--- config.mk ---
export PLATFORM = sky130hd
export DESIGN_NAME = mkd_tick_core
export DESIGN_NICKNAME = d
export VERILOG_FILES = /design/src/sv/mkd_pkg.sv /design/src/sv/mkd_tick_core.sv
export SDC_FILE = /design/constraint.sdc
export NUM_CORES = 1
export LEC_CHECK = 0
export BUFFER_PORTS_ARGS = -buffer_cell sky130_fd_sc_hd__buf_2
export CAP_MARGIN = 10
export CORE_MARGIN = 2
export CORE_UTILIZATION = 25
export DETAILED_ROUTE_END_ITERATION = 7
export SYNTH_ARGS = -nofsm -noshare
export SYNTH_HDL_FRONTEND = slang
export SYNTH_SLANG_ARGS = --single-unit
export TNS_END_PERCENT = 30
--- constraint.sdc ---
create_clock -name clk -period 8.6 [get_ports clk]
set_input_delay 1.72 -clock clk [delete_from_list [all_inputs] [get_ports clk]]
set_output_delay 1.72 -clock clk [all_outputs]
set_load 0.1 [all_outputs]
--- src/sv/mkd_pkg.sv ---
// Package for the Morse key decoder: register codes, widths, reset values,
// the character table and its lookup function. No dependencies.

package mkd_pkg;

  localparam int CntW     = 16;
  localparam int LenW     = 3;
  localparam int BitsW    = 8;
  localparam int CharW    = 7;
  localparam int RegIdxW  = 2;
  localparam int TabSize  = 38;

  localparam logic [CntW-1:0]  CntMax       = '1;
  localparam logic [CntW-1:0]  MinPressRst  = 16'd100;
  localparam logic [CntW-1:0]  DotLimitRst  = 16'd200;
  localparam logic [CntW-1:0]  DashLimitRst = 16'd400;
  localparam logic [CntW-1:0]  GapTimeRst   = 16'd400;
  localparam logic [BitsW-1:0] FirstBit     = 8'h80;
  localparam logic [CharW-1:0] SpaceChar    = 7'h20;

  typedef enum logic [RegIdxW-1:0] {
    REG_MIN_PRESS   = 2'd0,
    REG_DOT_LIMIT   = 2'd1,
    REG_DASH_LIMIT  = 2'd2,
    REG_GAP_TIMEOUT = 2'd3
  } mkd_reg_t;

  typedef struct packed {
    logic [CntW-1:0] min_press;
    logic [CntW-1:0] dot_limit;
    logic [CntW-1:0] dash_limit;
    logic [CntW-1:0] gap_timeout;
  } mkd_cfg_t;

  typedef struct packed {
    logic             valid;
    logic [CharW-1:0] letter;
    logic [LenW-1:0]  symbol_count;
    logic [BitsW-1:0] pattern;
  } mkd_result_t;

  localparam logic [LenW-1:0] TAB_LEN [TabSize] = '{
    3'd2, 3'd4, 3'd4, 3'd3, 3'd1, 3'd4, 3'd3, 3'd4, 3'd2, 3'd4, 3'd3, 3'd4, 3'd2,
    3'd2, 3'd3, 3'd4, 3'd4, 3'd3, 3'd3, 3'd1, 3'd3, 3'd4, 3'd3, 3'd4, 3'd4, 3'd4,
    3'd5, 3'd5, 3'd5, 3'd5, 3'd5, 3'd5, 3'd5, 3'd5, 3'd5, 3'd5, 3'd6, 3'd5
  };

  localparam logic [BitsW-1:0] TAB_BITS [TabSize] = '{
    8'h40, 8'h80, 8'ha0, 8'h80, 8'h00, 8'h20, 8'hc0, 8'h00, 8'h00, 8'h70, 8'ha0,
    8'h40, 8'hc0, 8'h80, 8'he0, 8'h60, 8'hd0, 8'h40, 8'h00, 8'h80, 8'h20, 8'h10,
    8'h60, 8'h90, 8'hb0, 8'hc0, 8'h78, 8'h38, 8'h18, 8'h08, 8'h00, 8'h80, 8'hc0,
    8'he0, 8'hf0, 8'hf8, 8'h30, 8'h90
  };

  // Letters A to Z, then digits 1 to 9 and 0, then question mark and slash.
  localparam logic [CharW-1:0] TAB_CHAR [TabSize] = '{
    7'h41, 7'h42, 7'h43, 7'h44, 7'h45, 7'h46, 7'h47, 7'h48, 7'h49, 7'h4a, 7'h4b,
    7'h4c, 7'h4d, 7'h4e, 7'h4f, 7'h50, 7'h51, 7'h52, 7'h53, 7'h54, 7'h55, 7'h56,
    7'h57, 7'h58, 7'h59, 7'h5a, 7'h31, 7'h32, 7'h33, 7'h34, 7'h35, 7'h36, 7'h37,
    7'h38, 7'h39, 7'h30, 7'h3f, 7'h2f
  };

  // All entries are compared in parallel; the lowest matching entry wins.
  function automatic logic [CharW-1:0] lookup_letter(input logic [LenW-1:0]  len,
                                                     input logic [BitsW-1:0] bits);
    logic [CharW-1:0] res;
    res = SpaceChar;
    for (int k = TabSize - 1; k >= 0; k--) begin
      if (TAB_LEN[k] == len && TAB_BITS[k] == bits) begin
        res = TAB_CHAR[k];
      end
    end
    return res;
  endfunction

endpackage

--- src/sv/mkd_tick_core.sv ---
// Per-tick decoder state: press and gap timers, symbol classification, pattern
// accumulation and the character decision. Depends on mkd_pkg.

module mkd_tick_core import mkd_pkg::*; (
  input  logic        clk,
  input  logic        rst,
  input  logic        step,
  input  logic        key_level,
  input  mkd_cfg_t    cfg,
  output mkd_result_t res
);

  logic             previous_level, previous_level_next;
  logic [CntW-1:0]  press_ticks, press_ticks_next;
  logic [CntW-1:0]  gap_ticks, gap_ticks_next;
  logic             char_pending, char_pending_next;
  logic [LenW-1:0]  symbol_length, symbol_length_next;
  logic [BitsW-1:0] symbol_bits, symbol_bits_next;

  logic [CntW-1:0]  press_run;
  logic [CntW-1:0]  gap_run;
  logic             release_edge;
  logic             in_range;
  logic             is_dot;
  logic             is_dash;
  logic [LenW-1:0]  len_acc;
  logic [BitsW-1:0] bits_acc;
  logic             pend_acc;
  logic [CntW-1:0]  gap_acc;
  logic             emit;

  always_comb begin
    gap_run   = (char_pending && gap_ticks != CntMax) ? gap_ticks + 1'b1 : gap_ticks;
    press_run = (!previous_level && press_ticks != CntMax) ? press_ticks + 1'b1
                                                           : press_ticks;

    release_edge = key_level && !previous_level;
    in_range     = press_run >= cfg.min_press;
    is_dot       = release_edge && in_range && press_run < cfg.dot_limit;
    is_dash      = release_edge && in_range && !(press_run < cfg.dot_limit) &&
                   press_run < cfg.dash_limit;

    len_acc  = symbol_length;
    bits_acc = symbol_bits;
    pend_acc = char_pending;
    gap_acc  = gap_run;
    if (is_dot || is_dash) begin
      if (is_dash) begin
        bits_acc = symbol_bits | (FirstBit >> symbol_length);
      end
      len_acc  = symbol_length + 1'b1;
      gap_acc  = '0;
      pend_acc = 1'b1;
    end

    emit = pend_acc && gap_acc > cfg.gap_timeout;

    res.valid        = step && emit;
    res.letter       = lookup_letter(len_acc, bits_acc);
    res.symbol_count = len_acc;
    res.pattern      = bits_acc;

    previous_level_next = key_level;
    press_ticks_next    = (!key_level && previous_level) ? '0 : press_run;
    gap_ticks_next      = gap_acc;
    char_pending_next   = emit ? 1'b0 : pend_acc;
    symbol_length_next  = emit ? '0 : len_acc;
    symbol_bits_next    = emit ? '0 : bits_acc;
  end

  always_ff @(posedge clk) begin
    if (rst) begin
      previous_level <= 1'b1;
      press_ticks    <= '0;
      gap_ticks      <= '0;
      char_pending   <= 1'b0;
      symbol_length  <= '0;
      symbol_bits    <= '0;
    end else if (step) begin
      previous_level <= previous_level_next;
      press_ticks    <= press_ticks_next;
      gap_ticks      <= gap_ticks_next;
      char_pending   <= char_pending_next;
      symbol_length  <= symbol_length_next;
      symbol_bits    <= symbol_bits_next;
    end
  end

endmodule

Yosys cells after proc, flatten, opt, wreduce, memory -nomap -nowiden
Cells that the tools add are included.
{"block": "op_classes", "div": 0, "n_lt_le_gt_ge": 4, "n_shift": 1, "bitwise": 1, "mul": 0, "add_sub_neg": 3, "n_reduce_logical": 53, "mux": 49, "eq_ne": 27}
{"cell": "two-way mux 7 bit", "count": 37}
{"cell": "equality test 8 bit (first input constant)", "count": 9}
{"cell": "two-way mux 16 bit", "count": 4}
{"cell": "logical AND 1 bit", "count": 48}
{"cell": "adder 16 x 1 -> 16 bit (second input constant)", "count": 2}
{"cell": "equality test 7 x 8 -> 1 bit (first input constant)", "count": 4}
{"cell": "< comparator 16 bit", "count": 2}
{"cell": "!= test 16 bit (second input constant)", "count": 2}
{"cell": "equality test 6 x 8 -> 1 bit (first input constant)", "count": 3}
{"cell": "two-way mux 8 bit", "count": 3}
{"cell": "equality test 5 x 8 -> 1 bit (first input constant)", "count": 2}
{"cell": "greater-or-equal comparator 16 bit", "count": 1}
{"cell": "> comparator 16 bit", "count": 1}
{"cell": "equality test 3 bit (first input constant)", "count": 3}
{"cell": "equality test 4 x 8 -> 1 bit (first input constant)", "count": 1}
{"cell": "logical NOT 8 bit", "count": 1}
{"cell": "OR 8 bit", "count": 1}
{"cell": "right shift 8 x 3 -> 8 bit (first input constant)", "count": 1}
{"cell": "equality test 2 x 3 -> 1 bit (first input constant)", "count": 2}
{"cell": "two-way mux 3 bit", "count": 2}
{"cell": "two-way mux 4 bit", "count": 1}
{"cell": "adder 3 x 1 -> 3 bit (second input constant)", "count": 1}
{"cell": "equality test 1 x 3 -> 1 bit (first input constant)", "count": 1}
{"cell": "logical NOT 1 bit", "count": 3}
{"cell": "other kinds (2)", "count": 3}
{"block": "totals", "elab_cells": 144, "reg_bits": 45, "rom_bits": 0, "ramBits": 0, "inputBits": 68, "mem_count": 0, "latchBits": 0}

Depth between registers and ports, before layout
{"block": "logic_depth", "word_depth": 49, "depth_mapped": 32, "depth_no_buf": 28}

Worst setup path after synthesis
OpenSTA, ideal clock, no wires.
{"block": "synth_path", "kind": "flip-flop to output port", "start": "reg press_ticks[1]", "end": "out res[18] (netlist name)", "arrival_ns": 6.307, "stages_incl_launch_ff": 30, "path_slack_ns": 0.573, "cell_sequence": "dfxtp_1 ha_1 nand4_1 nor4_4 nor2_1 and4_1 clkbuf_1 nand2_1 nor3_1 nand4_1 xnor2_1 ha_1 and4_1 nand2_1 or4_4 o311ai_4 o21a_1 nor2_1 clkbuf_1 clkbuf_1 nor2_1 ha_1 a21o_1 a21o_1 a21o_1 a21oi_1 o21ai_0 o221ai_1 a211oi_1 and2_1"}
{"item": "start, declared", "line": "mkd_tick_core.sv:14", "text": "logic [CntW-1:0] press_ticks, press_ticks_next;"}
{"item": "start signal, assigned", "line": "mkd_tick_core.sv:81", "text": "press_ticks <= press_ticks_next;"}
{"item": "end, declared", "line": "mkd_tick_core.sv:10", "text": "output mkd_result_t res"}

==> Flow_metrics.wiki <==
{| class="wikitable"
! Metric !! Value
|-
| Worst Max-Slew Pin Slew || 0.861 ns
|-
| Cell internal pwr || 0.342 mW
|-
| Clock Sink Count || 45
|-
| Startpoint Class || flop
|-
| Mapped cell area || 0.00530 mm^2
|-
| First-pass GRT wire length || 24600 um
|-
| Buf+Inv Stages, Crit Path || 1
|-
| Kind of capture point of the worst setup path || output pin
|-
| Share of the synthesized area in the top cell type || 17.0%
|-
| Status || finished clean
|-
| Via count of the first global-routing pass || 4966
|-
| Die width || 150 um
|-
| Number of max-capacitance violations reported || 0
|-
| Detailed Routing Iterations Pass 1 || 4
|-
| Cell Pwr Density || 74.5 mW/mm^2
|-
| Global placer's final weighted congestion || 0.958
|-
| Std cell rows || 53
|-
| Setup TNS || 0 ns
|-
| Post-Synthesis Cells || 722
|-
| Switching fraction of total power || 26.4%
|-
| Average detailed-routed wire length per instance || 14.1 um
|-
| Cell family with the largest share of critical-path delay || simple AND/OR/NAND/NOR gates
|-
| Post-layout min period || 8.21 ns
|-
| Net count, final || 934
|-
| Leakage power || 2.83 nW
|-
| Insertion delay of the later-clocked pin in the worst-skew pair || 0.30 ns
|-
| Count of flip-flops with a built-in enable after synthesis || 0
|-
| Number of buffers inserted during clock tree synthesis || 5
|-
| Period utilisation layout || 95.5%
|-
| RSZ-0062 raised after global routing || false
|-
| Number of warning messages in the yosys log || 0
|-
| Number of buffers inserted by hold repair at cts || 0
|-
| Die area || 0.0224 mm^2
|-
| Clock skew after layout || 0.0119 ns
|-
| Post-Route Utilization || 29.8%
|-
| DRT Wirelength || 15100 um
|-
| Setup violation total in the final timing report || 0
|-
| Share of synthesized flip-flops with an asynchronous set or reset || 0%
|-
| Chip height || 150 um
|-
| CTS tree || done
|-
| Detailed-route vias per instance || 4.99
|-
| Achievable clock frequency || 0.122 GHz
|-
| # DRC || 0
|-
| Max_slew headroom || 42.5%
|-
| Input/output buffers || 86
|-
| Placed Cells || 1061
|-
| Cells taking the most area after synthesis || sky130_fd_sc_hd__dfxtp_1 17%, sky130_fd_sc_hd__ha_1 17%, sky130_fd_sc_hd__nor2_1 6.2%
|-
| Fraction of final layout cells sized beyond drive strength 1 || 18.4%
|-
| Share of total power in sequential cells || 45.3%
|-
| Comb power frac || 12.6%
|-
| Critical Path Fanout Max || 16
|-
| Routed Antenna Nets || 0
|-
| Worst endpoint data arrival time || 6.49 ns
|-
| Clock transition time at the flip-flop clock pins of the worst setup and hold paths || 0.06 ns
|-
| Gr ovfl total || 0
|-
| Maximum clock insertion buffer count || 2
|-
| Initial cell density of the core || 25.4%
|-
| Maximum vdd ir drop || 0.0611 mV
|-
| Net Count, Synth || 860
|-
| Number of hold-slack violations in the final timing report || 0
|-
| Largest net degree at the start of global routing || 39
|-
| Area growth, synth to finish || 17.5%
|-
| Root Driver || sky130_fd_sc_hd__clkbuf_16
|-
| Library cell occupying the most area in the post-synthesis netlist || sky130_fd_sc_hd__dfxtp_1
|-
| Synthesis-stage register bit count || 45
|-
| Slowest stage delay, CP || 0.54 ns
|-
| Total vias in the final route || 5353
|-
| Predominant post-synthesis flop cell || sky130_fd_sc_hd__dfxtp_1
|-
| Library cell with the highest instance count after synthesis || sky130_fd_sc_hd__nor2_1
|-
| Top-level I/O count || 87
|-
| Cell with the most instances on the worst path || sky130_fd_sc_hd__o21a_1
|-
| Count of routing violations after the opening detailed-route iteration || 336
|-
| Clock Power Share || 42.1%
|-
| Data required time of the critical path || 6.88 ns
|-
| Unique cell type count in the Yosys netlist || 78
|-
| Type of the setup path with the least slack || flop to output pin
|-
| GRT Util Overall || 13.4%
|-
| Antenna violations before repair || 1
|-
| Non-filler cells, final || 1073
|-
| Net switching power figure || 0.122 mW
|-
| Core Box Area || 0.0209 mm^2
|-
| Top cells by instance count after synthesis || 88 x sky130_fd_sc_hd__nor2_1, 70 x sky130_fd_sc_hd__ha_1, 69 x sky130_fd_sc_hd__inv_1
|-
| Seq/Total Area, Yosys || 17.0%
|-
| Hold crit path type || flop to flop
|-
| Number of pins with negative max-slew slack in the final report || 0
|-
| Post-synthesis area per instance || 7.35 um^2
|-
| CP max-delay cell || sky130_fd_sc_hd__or4_4
|-
| Fin Hold WS || 0.500 ns
|-
| DP HPWL || 12100 um
|-
| CTS HTree Levels || 2
|}
## metrics by stage
stage	worst slack, ns	area, um^2	total power, mW
final	0.387	6230	0.464
after global routing	0.0183	6230	0.482
after CTS	0.0120	6170	0.470
after detailed placement	0.256	6010	0.274
after global placement	0.441	6010	0.273
after floorplan	0.573	5300	0.248
## sequential cells by signal, summed over array words and instances, names as in the netlist
register,count
previous_level,1
char_pending,1
symbol_bits,8
press_ticks,16
symbol_length,3
gap_ticks,16
## kinds of logic (layout without fill, tap and decap cells)
kind of cell               count (synthesis)  after routing  share of synthesized area [%]
AOI/OAI and AO/OA                        191            191                           25.1
xor gates and xnor gates                  29             29                           4.79
adders and majority gates                 70             70                           16.5
buffers and inverters                    104            179                           7.93
DFF                                       45             45                           17.0
muxes                                      9              9                           1.72
other                                      0              1                              0
and+or+nand+nor                          274            274                           26.9
## cell usage in the layout (no fill, tap or decap), drive strengths merged, types with 3 or more instances in the layout
cell	n
o21a	8
a2111oi	3
nor2	89
nand3b	6
a311oi	4
a2bb2oi	3
nand3	28
and4	9
or3	6
a41oi	3
xor2	8
a31o	3
o21ai	40
nor4	8
a22oi	16
nand2b	5
a211oi	11
nor3b	3
nor2b	4
o31ai	3
clkbuf	6
o211ai	9
dfxtp	45
nor3	27
mux2i	8
buf	97
nand4	18
nand2	60
xnor2	21
ha	70
inv	72
a21o	9
and2	3
a21oi	59
a31oi	5
## path summary, 6_finish.rpt
check / end / start / slack, ns / depth (start not counted)
worst max-delay path: res[18] / press_ticks[0]$_SDFFE_PP0P_ / 0.39 / 27
worst min-delay path: symbol_bits[1]$_SDFFE_PP0P_ / symbol_bits[1]$_SDFFE_PP0P_ / 0.50 / 2
worst min register to register: symbol_bits[1]$_SDFFE_PP0P_ / symbol_bits[1]$_SDFFE_PP0P_ / 0.50 / 2
worst max register to register: symbol_bits[1]$_SDFFE_PP0P_ / press_ticks[0]$_SDFFE_PP0P_ / 1.93 / 28
## per-layer routing
metal	global-route usage, %	vias to the layer above	routed length, um
met5	0	-	0
met4	3.82	0	252
met3	1.52	15	705
met2	22.1	128	7090
met1	18.4	2460	7090
li1	-	2750	-
## area by class of cell
cell class	instances	area, um^2
fillers	2249	14700
multi-input cells	573	4030
flip-flops and latches	45	902
repair buffers	97	528
well taps	275	344
inverters	74	278
clock buffers	6	129
clock inverters	2	15.0
diodes	1	2.50
## power by group through the flow
stage / Sequential (mW) / Clock (mW) / Combinational (mW)
after floorplan: 0.214 / 0 / 0.0339
after global placement: 0.215 / 0 / 0.0586
after detailed placement: 0.215 / 0 / 0.0589
after CTS: 0.210 / 0.200 / 0.0594
after global routing: 0.210 / 0.204 / 0.0673
final: 0.210 / 0.195 / 0.0587
## worst register-to-register path: cells and delay by family, from the launching register on
family | cells | cell delay, ns
fa+ha+maj | 3 | 0.83
simple gates | 15 | 3.25
xor+xnor | 1 | 0.21
compound gates | 9 | 1.94
flops | 1 | 0.37
## what timing repair did
action,4_1_cts,5_1_grt
buffers inserted,0,3
gates resized for setup,3,9
endpoints found under the setup margin,1,8
(Power assumes the default switching activity.)
