**src/sv/mkd_pkg.sv**
```systemverilog
// Package for the Morse key decoder: register codes, widths, reset values,
// the character table and its lookup function. No dependencies.

package mkd_pkg;

  localparam int CntW     = 16;
  localparam int LenW     = 3;
  localparam int BitsW    = 8;
  localparam int CharW    = 7;
  localparam int RegIdxW  = 2;
  localparam int TabSize  = 38;

  localparam logic [CntW-1:0]  CntMax       = '1;
  localparam logic [CntW-1:0]  MinPressRst  = 16'd100;
  localparam logic [CntW-1:0]  DotLimitRst  = 16'd200;
  localparam logic [CntW-1:0]  DashLimitRst = 16'd400;
  localparam logic [CntW-1:0]  GapTimeRst   = 16'd400;
  localparam logic [BitsW-1:0] FirstBit     = 8'h80;
  localparam logic [CharW-1:0] SpaceChar    = 7'h20;

  typedef enum logic [RegIdxW-1:0] {
    REG_MIN_PRESS   = 2'd0,
    REG_DOT_LIMIT   = 2'd1,
    REG_DASH_LIMIT  = 2'd2,
    REG_GAP_TIMEOUT = 2'd3
  } mkd_reg_t;

  typedef struct packed {
    logic [CntW-1:0] min_press;
    logic [CntW-1:0] dot_limit;
    logic [CntW-1:0] dash_limit;
    logic [CntW-1:0] gap_timeout;
  } mkd_cfg_t;

  typedef struct packed {
    logic             valid;
    logic [CharW-1:0] letter;
    logic [LenW-1:0]  symbol_count;
    logic [BitsW-1:0] pattern;
  } mkd_result_t;

  localparam logic [LenW-1:0] TAB_LEN [TabSize] = '{
    3'd2, 3'd4, 3'd4, 3'd3, 3'd1, 3'd4, 3'd3, 3'd4, 3'd2, 3'd4, 3'd3, 3'd4, 3'd2,
    3'd2, 3'd3, 3'd4, 3'd4, 3'd3, 3'd3, 3'd1, 3'd3, 3'd4, 3'd3, 3'd4, 3'd4, 3'd4,
    3'd5, 3'd5, 3'd5, 3'd5, 3'd5, 3'd5, 3'd5, 3'd5, 3'd5, 3'd5, 3'd6, 3'd5
  };

  localparam logic [BitsW-1:0] TAB_BITS [TabSize] = '{
    8'h40, 8'h80, 8'ha0, 8'h80, 8'h00, 8'h20, 8'hc0, 8'h00, 8'h00, 8'h70, 8'ha0,
    8'h40, 8'hc0, 8'h80, 8'he0, 8'h60, 8'hd0, 8'h40, 8'h00, 8'h80, 8'h20, 8'h10,
    8'h60, 8'h90, 8'hb0, 8'hc0, 8'h78, 8'h38, 8'h18, 8'h08, 8'h00, 8'h80, 8'hc0,
    8'he0, 8'hf0, 8'hf8, 8'h30, 8'h90
  };

  // Letters A to Z, then digits 1 to 9 and 0, then question mark and slash.
  localparam logic [CharW-1:0] TAB_CHAR [TabSize] = '{
    7'h41, 7'h42, 7'h43, 7'h44, 7'h45, 7'h46, 7'h47, 7'h48, 7'h49, 7'h4a, 7'h4b,
    7'h4c, 7'h4d, 7'h4e, 7'h4f, 7'h50, 7'h51, 7'h52, 7'h53, 7'h54, 7'h55, 7'h56,
    7'h57, 7'h58, 7'h59, 7'h5a, 7'h31, 7'h32, 7'h33, 7'h34, 7'h35, 7'h36, 7'h37,
    7'h38, 7'h39, 7'h30, 7'h3f, 7'h2f
  };

  // All entries are compared in parallel; the lowest matching entry wins.
  function automatic logic [CharW-1:0] lookup_letter(input logic [LenW-1:0]  len,
                                                     input logic [BitsW-1:0] bits);
    logic [CharW-1:0] res;
    res = SpaceChar;
    for (int k = TabSize - 1; k >= 0; k--) begin
      if (TAB_LEN[k] == len && TAB_BITS[k] == bits) begin
        res = TAB_CHAR[k];
      end
    end
    return res;
  endfunction

endpackage

```
**src/sv/mkd_cfg_regs.sv**
```systemverilog
// Register bank for the four timing thresholds of the Morse key decoder.
// Depends on mkd_pkg.

module mkd_cfg_regs import mkd_pkg::*; (
  input  logic               clk,
  input  logic               rst,
  input  logic               cfg_write,
  input  logic [RegIdxW-1:0] cfg_index,
  input  logic [CntW-1:0]    cfg_data,
  output mkd_cfg_t           cfg
);

  always_ff @(posedge clk) begin
    if (rst) begin
      cfg.min_press   <= MinPressRst;
      cfg.dot_limit   <= DotLimitRst;
      cfg.dash_limit  <= DashLimitRst;
      cfg.gap_timeout <= GapTimeRst;
    end else if (cfg_write) begin
      case (mkd_reg_t'(cfg_index))
        REG_MIN_PRESS:   cfg.min_press   <= cfg_data;
        REG_DOT_LIMIT:   cfg.dot_limit   <= cfg_data;
        REG_DASH_LIMIT:  cfg.dash_limit  <= cfg_data;
        REG_GAP_TIMEOUT: cfg.gap_timeout <= cfg_data;
        default: ;
      endcase
    end
  end

endmodule

```
**config.mk**
```make
export PLATFORM = sky130hd
export DESIGN_NAME = mkd_cfg_regs
export DESIGN_NICKNAME = d
export VERILOG_FILES = /design/src/sv/mkd_pkg.sv /design/src/sv/mkd_cfg_regs.sv
export SDC_FILE = /design/constraint.sdc
export NUM_CORES = 1
export LEC_CHECK = 0
export BUFFER_PORTS_ARGS = -buffer_cell sky130_fd_sc_hd__buf_4
export CORE_MARGIN = 2
export CORE_UTILIZATION = 45
export CTS_CLUSTER_SIZE = 12
export DETAILED_ROUTE_END_ITERATION = 10
export GPL_TIMING_DRIVEN = 0
export PLACE_DENSITY_LB_ADDON = 0.08
export SETUP_SLACK_MARGIN = 0.4
export SLEW_MARGIN = 20
export SYNTH_ARGS = -nofsm -noshare
export SYNTH_HDL_FRONTEND = slang
export SYNTH_SLANG_ARGS = --single-unit
export TNS_END_PERCENT = 30
```
**constraint.sdc**
```tcl
create_clock -name clk -period 1.2 [get_ports clk]
set_input_delay 0.06 -clock clk [delete_from_list [all_inputs] [get_ports clk]]
set_output_delay 0.06 -clock clk [all_outputs]
set_load 0.01 [all_outputs]
```
# After elaboration in Yosys (flattened, before gate mapping)
# Cells that the tools add are included.
# totals
register_bits	64
input_bits	21
output_inout_bits	64
wordCells	12
# op_classes
eq_ne	3
n_reduce_logical	5
# ops
operator	count
AND reduction 2 bit	4
equality test 2 bit, second input constant	2
equality test 2 x 1 -> 1 bit, second input constant	1
logical NOT 2 bit	1

# Depth between registers and ports, before layout
# Gate-level depths: netlist (run 1).
# logic_depth
ltp_word	2
depth_mapped	4
mapped_depth_nobuf	2

# Worst setup path after synthesis (run 1)
# No wires, ideal clock.
# synth_timing
path_kind	in2reg
start	input port cfg_write
end	register cfg[57] (netlist bit)
setup_time_ps	121
arrival_time_ps	771
t_required_ps	1079
setup_slack_ps	309
path_stages	4
path_buffers	2
path_cell_list	buf_4 or3b_1 buf_6 mux2i_1
# synth_via
elab_chain_cells	1
# synth_rtl
element	line_no	text
start: declaration	mkd_cfg_regs.sv:7	input logic cfg_write,
AND reduction 2 bit (no source line)	n/a	
end: declaration	mkd_cfg_regs.sv:10	output mkd_cfg_t cfg
# No other way between the ends.
# A chain may end at the register's enable or synchronous reset.

# Worst setup path in the final report (run 1)
# layout_timing
start	register cfg[54] (netlist bit)
end	output port cfg[54] (netlist bit)
# No word-level cell between the ends.

==> key figures, run 1 <==
Cells and area
  – Largest regs: cfg: 64 flops
  – Fin area: 0.00398 mm2
  – Most frequent cells in the layout: nand2b_1, mux2i_1, buf_6, dfxtp_2, buf_4
  – # diodes: 0
  – Final core utilization: 72.3%
  – Ratio of cells with drive above 1 in the final layout: 51.1%
  – Filler Cell Count: 435
  – Area delta synth->final: 55.2%
  – Commonest non-fill, non-tap cell in the layout: nand2b_1
  – Final #Nets: 372
  – Fin cells: 428
  – Top reg by flops: cfg
  – Max FFs per register: 64

Clock network
  – Root Driver: clkbuf_8
  – Clk_lat worst skew: 320 ps
  – H-tree levels: 3
  – Clk sinks: 64
  – TritonCTS Buffers: 9
  – CTS tree: done
  – Worst-case clock buffer depth: 2
  – Clk slew on worst S/H paths: 70 ps

Route
  – Drt first pass iters: 4
  – Total Wirelength: 6.49 mm
  – Via count: 2064
  – Remaining DRCs: 0
  – Post-DR vias/cell: 4.82
  – Drt initial violations: 45
  – Post-DRT Antenna Nets: 0
  – DR WL/cell: 15.2 um

Timing
  – Final Hold Vio Count: 0
  – Minimum clock period: 844 ps
  – Setup TNS: 0 ps
  – Fmax: 1.19 GHz
  – Skew final: 0 ps
  – Worst Tran Pin Value: 541 ps
  – Max Slew Vio Count: 0
  – Slew headroom: 63.9%
  – Setup violations, final: 0
  – Period utilisation layout: 70.3%
  – RSZ-0062 raised after global routing: yes

Setup path
  – CP startpoint kind: flip-flop
  – CP Buf/Inv Count: 1
  – Worst Path Arrival: 780 ps
  – R2R setup slack: 390 ps
  – Crit. End Element: primary output
  – CP Data Required Time: 1140 ps
  – Max FO, Critical Path: 2
  – Family with the most delay on the worst path: flip-flops
  – Critical path type: flip-flop to primary output
  – Worst path slowest cell: dfxtp_2
  – Crit-path max cell delay: 320 ps
  – Critical-path cell list: buf_4

Run
  – Maxcap violations: 0

Global routing
  – Met1 usage: 28.9%
  – GRT busiest layer: met2
  – Antenna violations before repair: 0
  – Met3 Usage GRT: 5.20%
  – First-pass GRT wire length: 10.4 mm
  – Total track usage: 22.0%
  – Number of global-route vias before repair: 2092
  – Met2 usage: 34.5%
  – Largest net degree at the start of global routing: 12
  – Grt ovf: 0

Die
  – Total I/O pin count: 85
  – Core Footprint: 0.00551 mm2
  – Initial core utilization: 46.6%
  – Die Span X: 79.5 um
  – Die Ht: 79.5 um
  – Site Rows: 27
  – Die area: 0.00632 mm2

Yosys
  – Post-synthesis net count: 259
  – Register area share after synthesis: 50.0%
  – Avg Cell Area, Syn: 10.8 um2
  – Yosys reg bits: 64
  – Synth Cell Area: 0.00256 mm2
  – Gate Count Post-Synth: 238
  – Netlist cell types: 13
  – Yosys Warn Count: 0

Place
  – GPL Wtd Cong: 0.738
  – Placed cell count: 392
  – Placed Area: 0.00328 mm2
  – PortBufs: 82
  – Hpwl dp: 4.18 mm

Pwr
  – Clock power share: 43.8%
  – Final Power: 5.05 mW
  – Psw: 1.13 mW
  – Sw Ratio: 22.3%
  – Power Density: 1270 mW/mm2
  – Peak supply drop: 1.03 mV
  – Seq pwr share: 44.9%
  – Int Power: 3.92 mW
  – Combinational Power Share: 11.4%
  – Leak Pwr: 1.86 nW

Run status
  – Status: completed

Hold path
  – Hold Crit Class: primary input to flip-flop
==> final timing paths <==
check                       startpoint                    to  cells past startpoint
hold / removal             cfg_data[3]  cfg[35]$_SDFFE_PP1P_                      3
hold reg to reg    cfg[3]$_SDFFE_PP0P_   cfg[3]$_SDFFE_PP0P_                      2
setup reg to reg  cfg[48]$_SDFFE_PP0P_  cfg[48]$_SDFFE_PP0P_                      4
setup / recovery  cfg[54]$_SDFFE_PP1P_               cfg[54]                      1
==> cells by family after synthesis <==
| family | Yosys count | share of synthesized area, % |
|---|---|---|
| buf+inv | 16 | 3.37 |
| flops | 64 | 50.0 |
| mux | 64 | 25.0 |
| simple gates | 94 | 21.7 |
==> area by class of cell <==
cell class                      count  area, um2  share of cell area [%]
Buffer                             16       98.8                    2.48
Clock buffer                       11        131                    3.30
Clock inverter                      5        105                    2.64
Multi-Input combinational cell    158       1200                    30.1
Sequential cell                    64       1360                    34.1
Tap cell                           72       90.1                    2.26
Timing Repair Buffer              102       1000                    25.1
==> power by group through the flow <==
stage | Sequential (mW) | Clock (mW) | Combinational [mW]
after floorplan | 2.32 | 0 | 0.228
after global placement | 2.29 | 0 | 0.489
after detailed placement | 2.29 | 0 | 0.493
after CTS | 2.26 | 2.24 | 0.563
after global routing | 2.27 | 2.35 | 0.619
final | 2.27 | 2.21 | 0.575
==> through the flow <==
stage,hold WS [ps],setup WS [ps]
final,22.7,356
after global routing,21.2,321
after CTS,5.14,345
after detailed placement,343,84.0
after global placement,332,84.6
after floorplan,215,338
==> timing repair <==
item	4_1_cts	5_1_grt
hold buffers	5	0
hold endpoints to repair	5	0
setup buffers	11	4
resized for setup	107	15
setup endpoints to repair	64	77
==> worst register-to-register path, stage by stage (launching register included) <==
cell      delay [ps]
dfxtp_2          330
buf_4            130
buf_4            120
nand2b_1          60
mux2i_1           60
==> routing by layer <==
layer	vias to the layer above	wire length (um)
met3	7	298
met2	50	3050
met5	-	0
met4	0	80
li1	1014	-
met1	993	3060
==> cells in the mapped netlist, drive strengths merged <==
| cell type | instances | area (um2) |
|---|---|---|
| nand2b | 68 | 425 |
| dfxtp | 64 | 1280 |
| mux2i | 64 | 641 |
| nor2 | 19 | 71.3 |
| buf | 8 | 56.3 |
| clkbuf | 8 | 30.0 |
| and3b | 2 | 17.5 |
| nand3b | 2 | 15.0 |
| nand3 | 1 | 10.0 |
| nor3b | 1 | 7.51 |
| or3b | 1 | 8.76 |
Note: power is estimated with default switching activity, not from simulation.
==> inputs of run 2 (changes only) <==
- clock period: 1.2 -> 0.8 ns (I/O delays scaled with it)
==> run 2 against run 1 <==
Against the previous run:
- the flow now finishes with violations (negative hold slack, negative setup slack)
- utilization down 0.82 points
- highest routed layer unchanged
- design area down 1.1%
- global-route usage down 0.46 points
- total power up 36%
- worst hold slack worse by 48 ps
- critical endpoint is now cfg[35]
- final cell count down 1.6%
- flip-flop and latch count unchanged
- first-iteration DRC count up 8.9%
- wire length down 1.9%
- setup slack worse by 380 ps
- clock power up 17%
- combinational power up 50%
==> key figures, run 2 (synthesis gave the netlist of run 1 again) <==
Setup path
  – Critical-path cell list: buf_6 (was buf_4)
  – Max FO, Critical Path: 2 (unchanged)
  – CP Buf/Inv Count: 1 (unchanged)
  – CP startpoint kind: flip-flop (unchanged)
  – Worst path slowest cell: dfxtp_2 (unchanged)
  – Family with the most delay on the worst path: flip-flops (unchanged)
  – Crit. End Element: primary output (unchanged)
  – Crit-path max cell delay: 350 ps (was 320 ps)
  – Worst Path Arrival: 780 ps (about the same)
  – Critical path type: flip-flop to primary output (unchanged)
  – CP Data Required Time: 760 ps (was 1140 ps)

Route
  – Post-DR vias/cell: 4.77 (was 4.82)
  – Drt first pass iters: 4 (unchanged)
  – Remaining DRCs: 0 (unchanged)
  – Post-DRT Antenna Nets: 0 (unchanged)
  – Via count: 2009 (was 2064)
  – Drt initial violations: 49 (was 45)
  – DR WL/cell: 15.1 um (was 15.2 um)
  – Total Wirelength: 6.37 mm (was 6.49 mm)

Place
  – Hpwl dp: 4.27 mm (was 4.18 mm)
  – Placed cell count: 392 (unchanged)
  – GPL Wtd Cong: 0.752 (was 0.738)
  – PortBufs: 82 (unchanged)

Timing
  – Final WS setup: -22.3 ps (was 356 ps)
  – Fmax: 1.22 GHz
  – RSZ-0062 raised after global routing: yes (unchanged)
  – Period utilisation layout: 103%
  – Max Slew Vio Count: 0 (unchanged)
  – Setup violations, final: 58 (was 0)
  – Worst Tran Pin Value: 526 ps (was 541 ps)
  – Setup TNS: -498 ps (was 0 ps)
  – Slew headroom: 64.9% (was 63.9%)
  – Hold Slack: -25.5 ps (was 22.7 ps)
  – Final Hold Vio Count: 5 (was 0)
  – Skew final: 0 ps (unchanged)
  – Minimum clock period: 822 ps

Clock network
  – Clk_lat worst skew: 330 ps (was 320 ps)
  – H-tree levels: 3 (unchanged)
  – Worst-case clock buffer depth: 2 (unchanged)
  – Root Driver: clkbuf_8 (unchanged)
  – Clk sinks: 64 (unchanged)
  – CTS tree: done (unchanged)
  – Clk slew on worst S/H paths: 70 ps (about the same)
  – TritonCTS Buffers: 9 (unchanged)

Cells and area
  – Commonest non-fill, non-tap cell in the layout: buf_6 (was nand2b_1)
  – Top reg by flops: cfg (unchanged)
  – Largest regs: cfg: 64 flops (unchanged)
  – Ratio of cells with drive above 1 in the final layout: 54.2% (was 51.1%)
  – Final #Nets: 365 (was 372)
  – Final core utilization: 71.4% (was 72.3%)
  – Fin cells: 421 (was 428)
  – # diodes: 0 (unchanged)
  – Filler Cell Count: 416 (was 435)
  – Area delta synth->final: 53.4% (was 55.2%)
  – Max FFs per register: 64 (unchanged)
  – Most frequent cells in the layout: buf_6, nand2b_1, mux2i_1, dfxtp_2, buf_4 (was nand2b_1, mux2i_1, buf_6, dfxtp_2, buf_4)

Pwr
  – Int Power: 5.25 mW (was 3.92 mW)
  – Power Density: 1740 mW/mm2 (was 1270 mW/mm2)
  – Clock power share: 37.8% (was 43.8%)
  – Seq pwr share: 49.7% (was 44.9%)
  – Peak supply drop: 1.24 mV (was 1.03 mV)
  – Combinational Power Share: 12.6% (was 11.4%)
  – Psw: 1.61 mW (was 1.13 mW)
  – Leak Pwr: 1.85 nW (was 1.86 nW)
  – Sw Ratio: 23.5% (was 22.3%)

Global routing
  – Largest net degree at the start of global routing: 11 (was 12)
  – Number of global-route vias before repair: 2061 (was 2092)
  – First-pass GRT wire length: 10.2 mm (was 10.4 mm)
  – Total track usage: 21.6% (was 22.0%)
  – Antenna violations before repair: 0 (unchanged)
  – Grt ovf: 0 (unchanged)

Die
  – Site Rows: 27 (unchanged)
  – Core Footprint: 0.00551 mm2 (unchanged)
  – Initial core utilization: 46.6% (unchanged)
  – Total I/O pin count: 85 (unchanged)
  – Die Span X: 79.5 um (unchanged)
  – Die Ht: 79.5 um (unchanged)
  – Die area: 0.00632 mm2 (unchanged)

Run status
  – Failing checks: negative hold slack, negative setup slack
  – Status: complete, but fails checks (was completed)

Run
  – Maxcap violations: 0 (unchanged)

Hold path
  – Hold Crit Class: primary input to flip-flop (unchanged)
run 2: changes by cell type in the layout (fill, tap and decap cells not counted), sizes merged:
cell | previous run | this run
buf | 105 | 103
clkinv | 0 | 3
clkbuf | 19 | 20
clkinvlp | 2 | 0
dlygate4sd3 | 5 | 0
bufinv | 3 | 1
run 2: final timing paths:
kind / from / end / slack (ps) / depth (start not counted)
setup / recovery: cfg[35]$_SDFFE_PP1P_ / cfg[35] / -20 / 1
hold / removal: cfg_data[5] / cfg[53]$_SDFFE_PP1P_ / -30 / 3
setup reg to reg: cfg[20]$_SDFFE_PP1P_ / cfg[20]$_SDFFE_PP1P_ / 60 / 3
hold reg to reg: cfg[34]$_SDFFE_PP0P_ / cfg[34]$_SDFFE_PP0P_ / 480 / 2
run 2: through the flow:
step                      total power, mW  setup slack (ps)  hold WS [ps]  instance area (um2)
after global routing                 7.12             -47.6         -20.0                 3930
final                                6.86             -22.3         -25.5                 3930
after global placement               4.17              -268           312                 3290
after CTS                            6.86             -33.5         -33.7                 3820
after detailed placement             4.18              -270           325                 3290
after floorplan                      3.82             -41.2           195                 2580
run 2: layout make-up:
cell class              instances  area [um2]  share of cell area (%)
flip-flops and latches         64        1360                    34.6
multi-input cells             158        1230                    31.2
repair buffers                 95         965                    24.5
clock buffers                  12         135                    3.44
plain buffers                  16         111                    2.83
well taps                      72        90.1                    2.29
clock inverters                 4        45.0                    1.15
run 2: power groups by stage:
stage               sequential, mW  combinational [mW]  clock [mW]
floorplan                     3.48               0.344           0
global placement              3.43               0.738           0
detailed placement            3.43               0.745           0
CTS                           3.40               0.838        2.63
global route                  3.42               0.932        2.77
finish                        3.41               0.862        2.59
run 2: repair_timing:
action | in CTS | in global routing
pin swaps | 8 | 3
buffers inserted | 7 | 6
gates resized for setup | 115 | 26
endpoints found under the hold margin | 11 | 3
endpoints found under the setup margin | 128 | 128
run 2: per-layer routing:
layer,wire length (um),GRT usage (%),share of wire [%],up-vias
met5,0,0,0,-
met4,85,9.48,1.3,0
met3,329,5.66,5.2,8
met2,3040,35.1,48,56
met1,2910,26.8,46,950
li1,-,-,-,995
run 2: worst register-to-register path, delay by kind of cell, from the launching register on:
family,cells,cell delay (ps)
flops,1,330
buf+inv,1,130
simple gates,1,90
mux,1,70
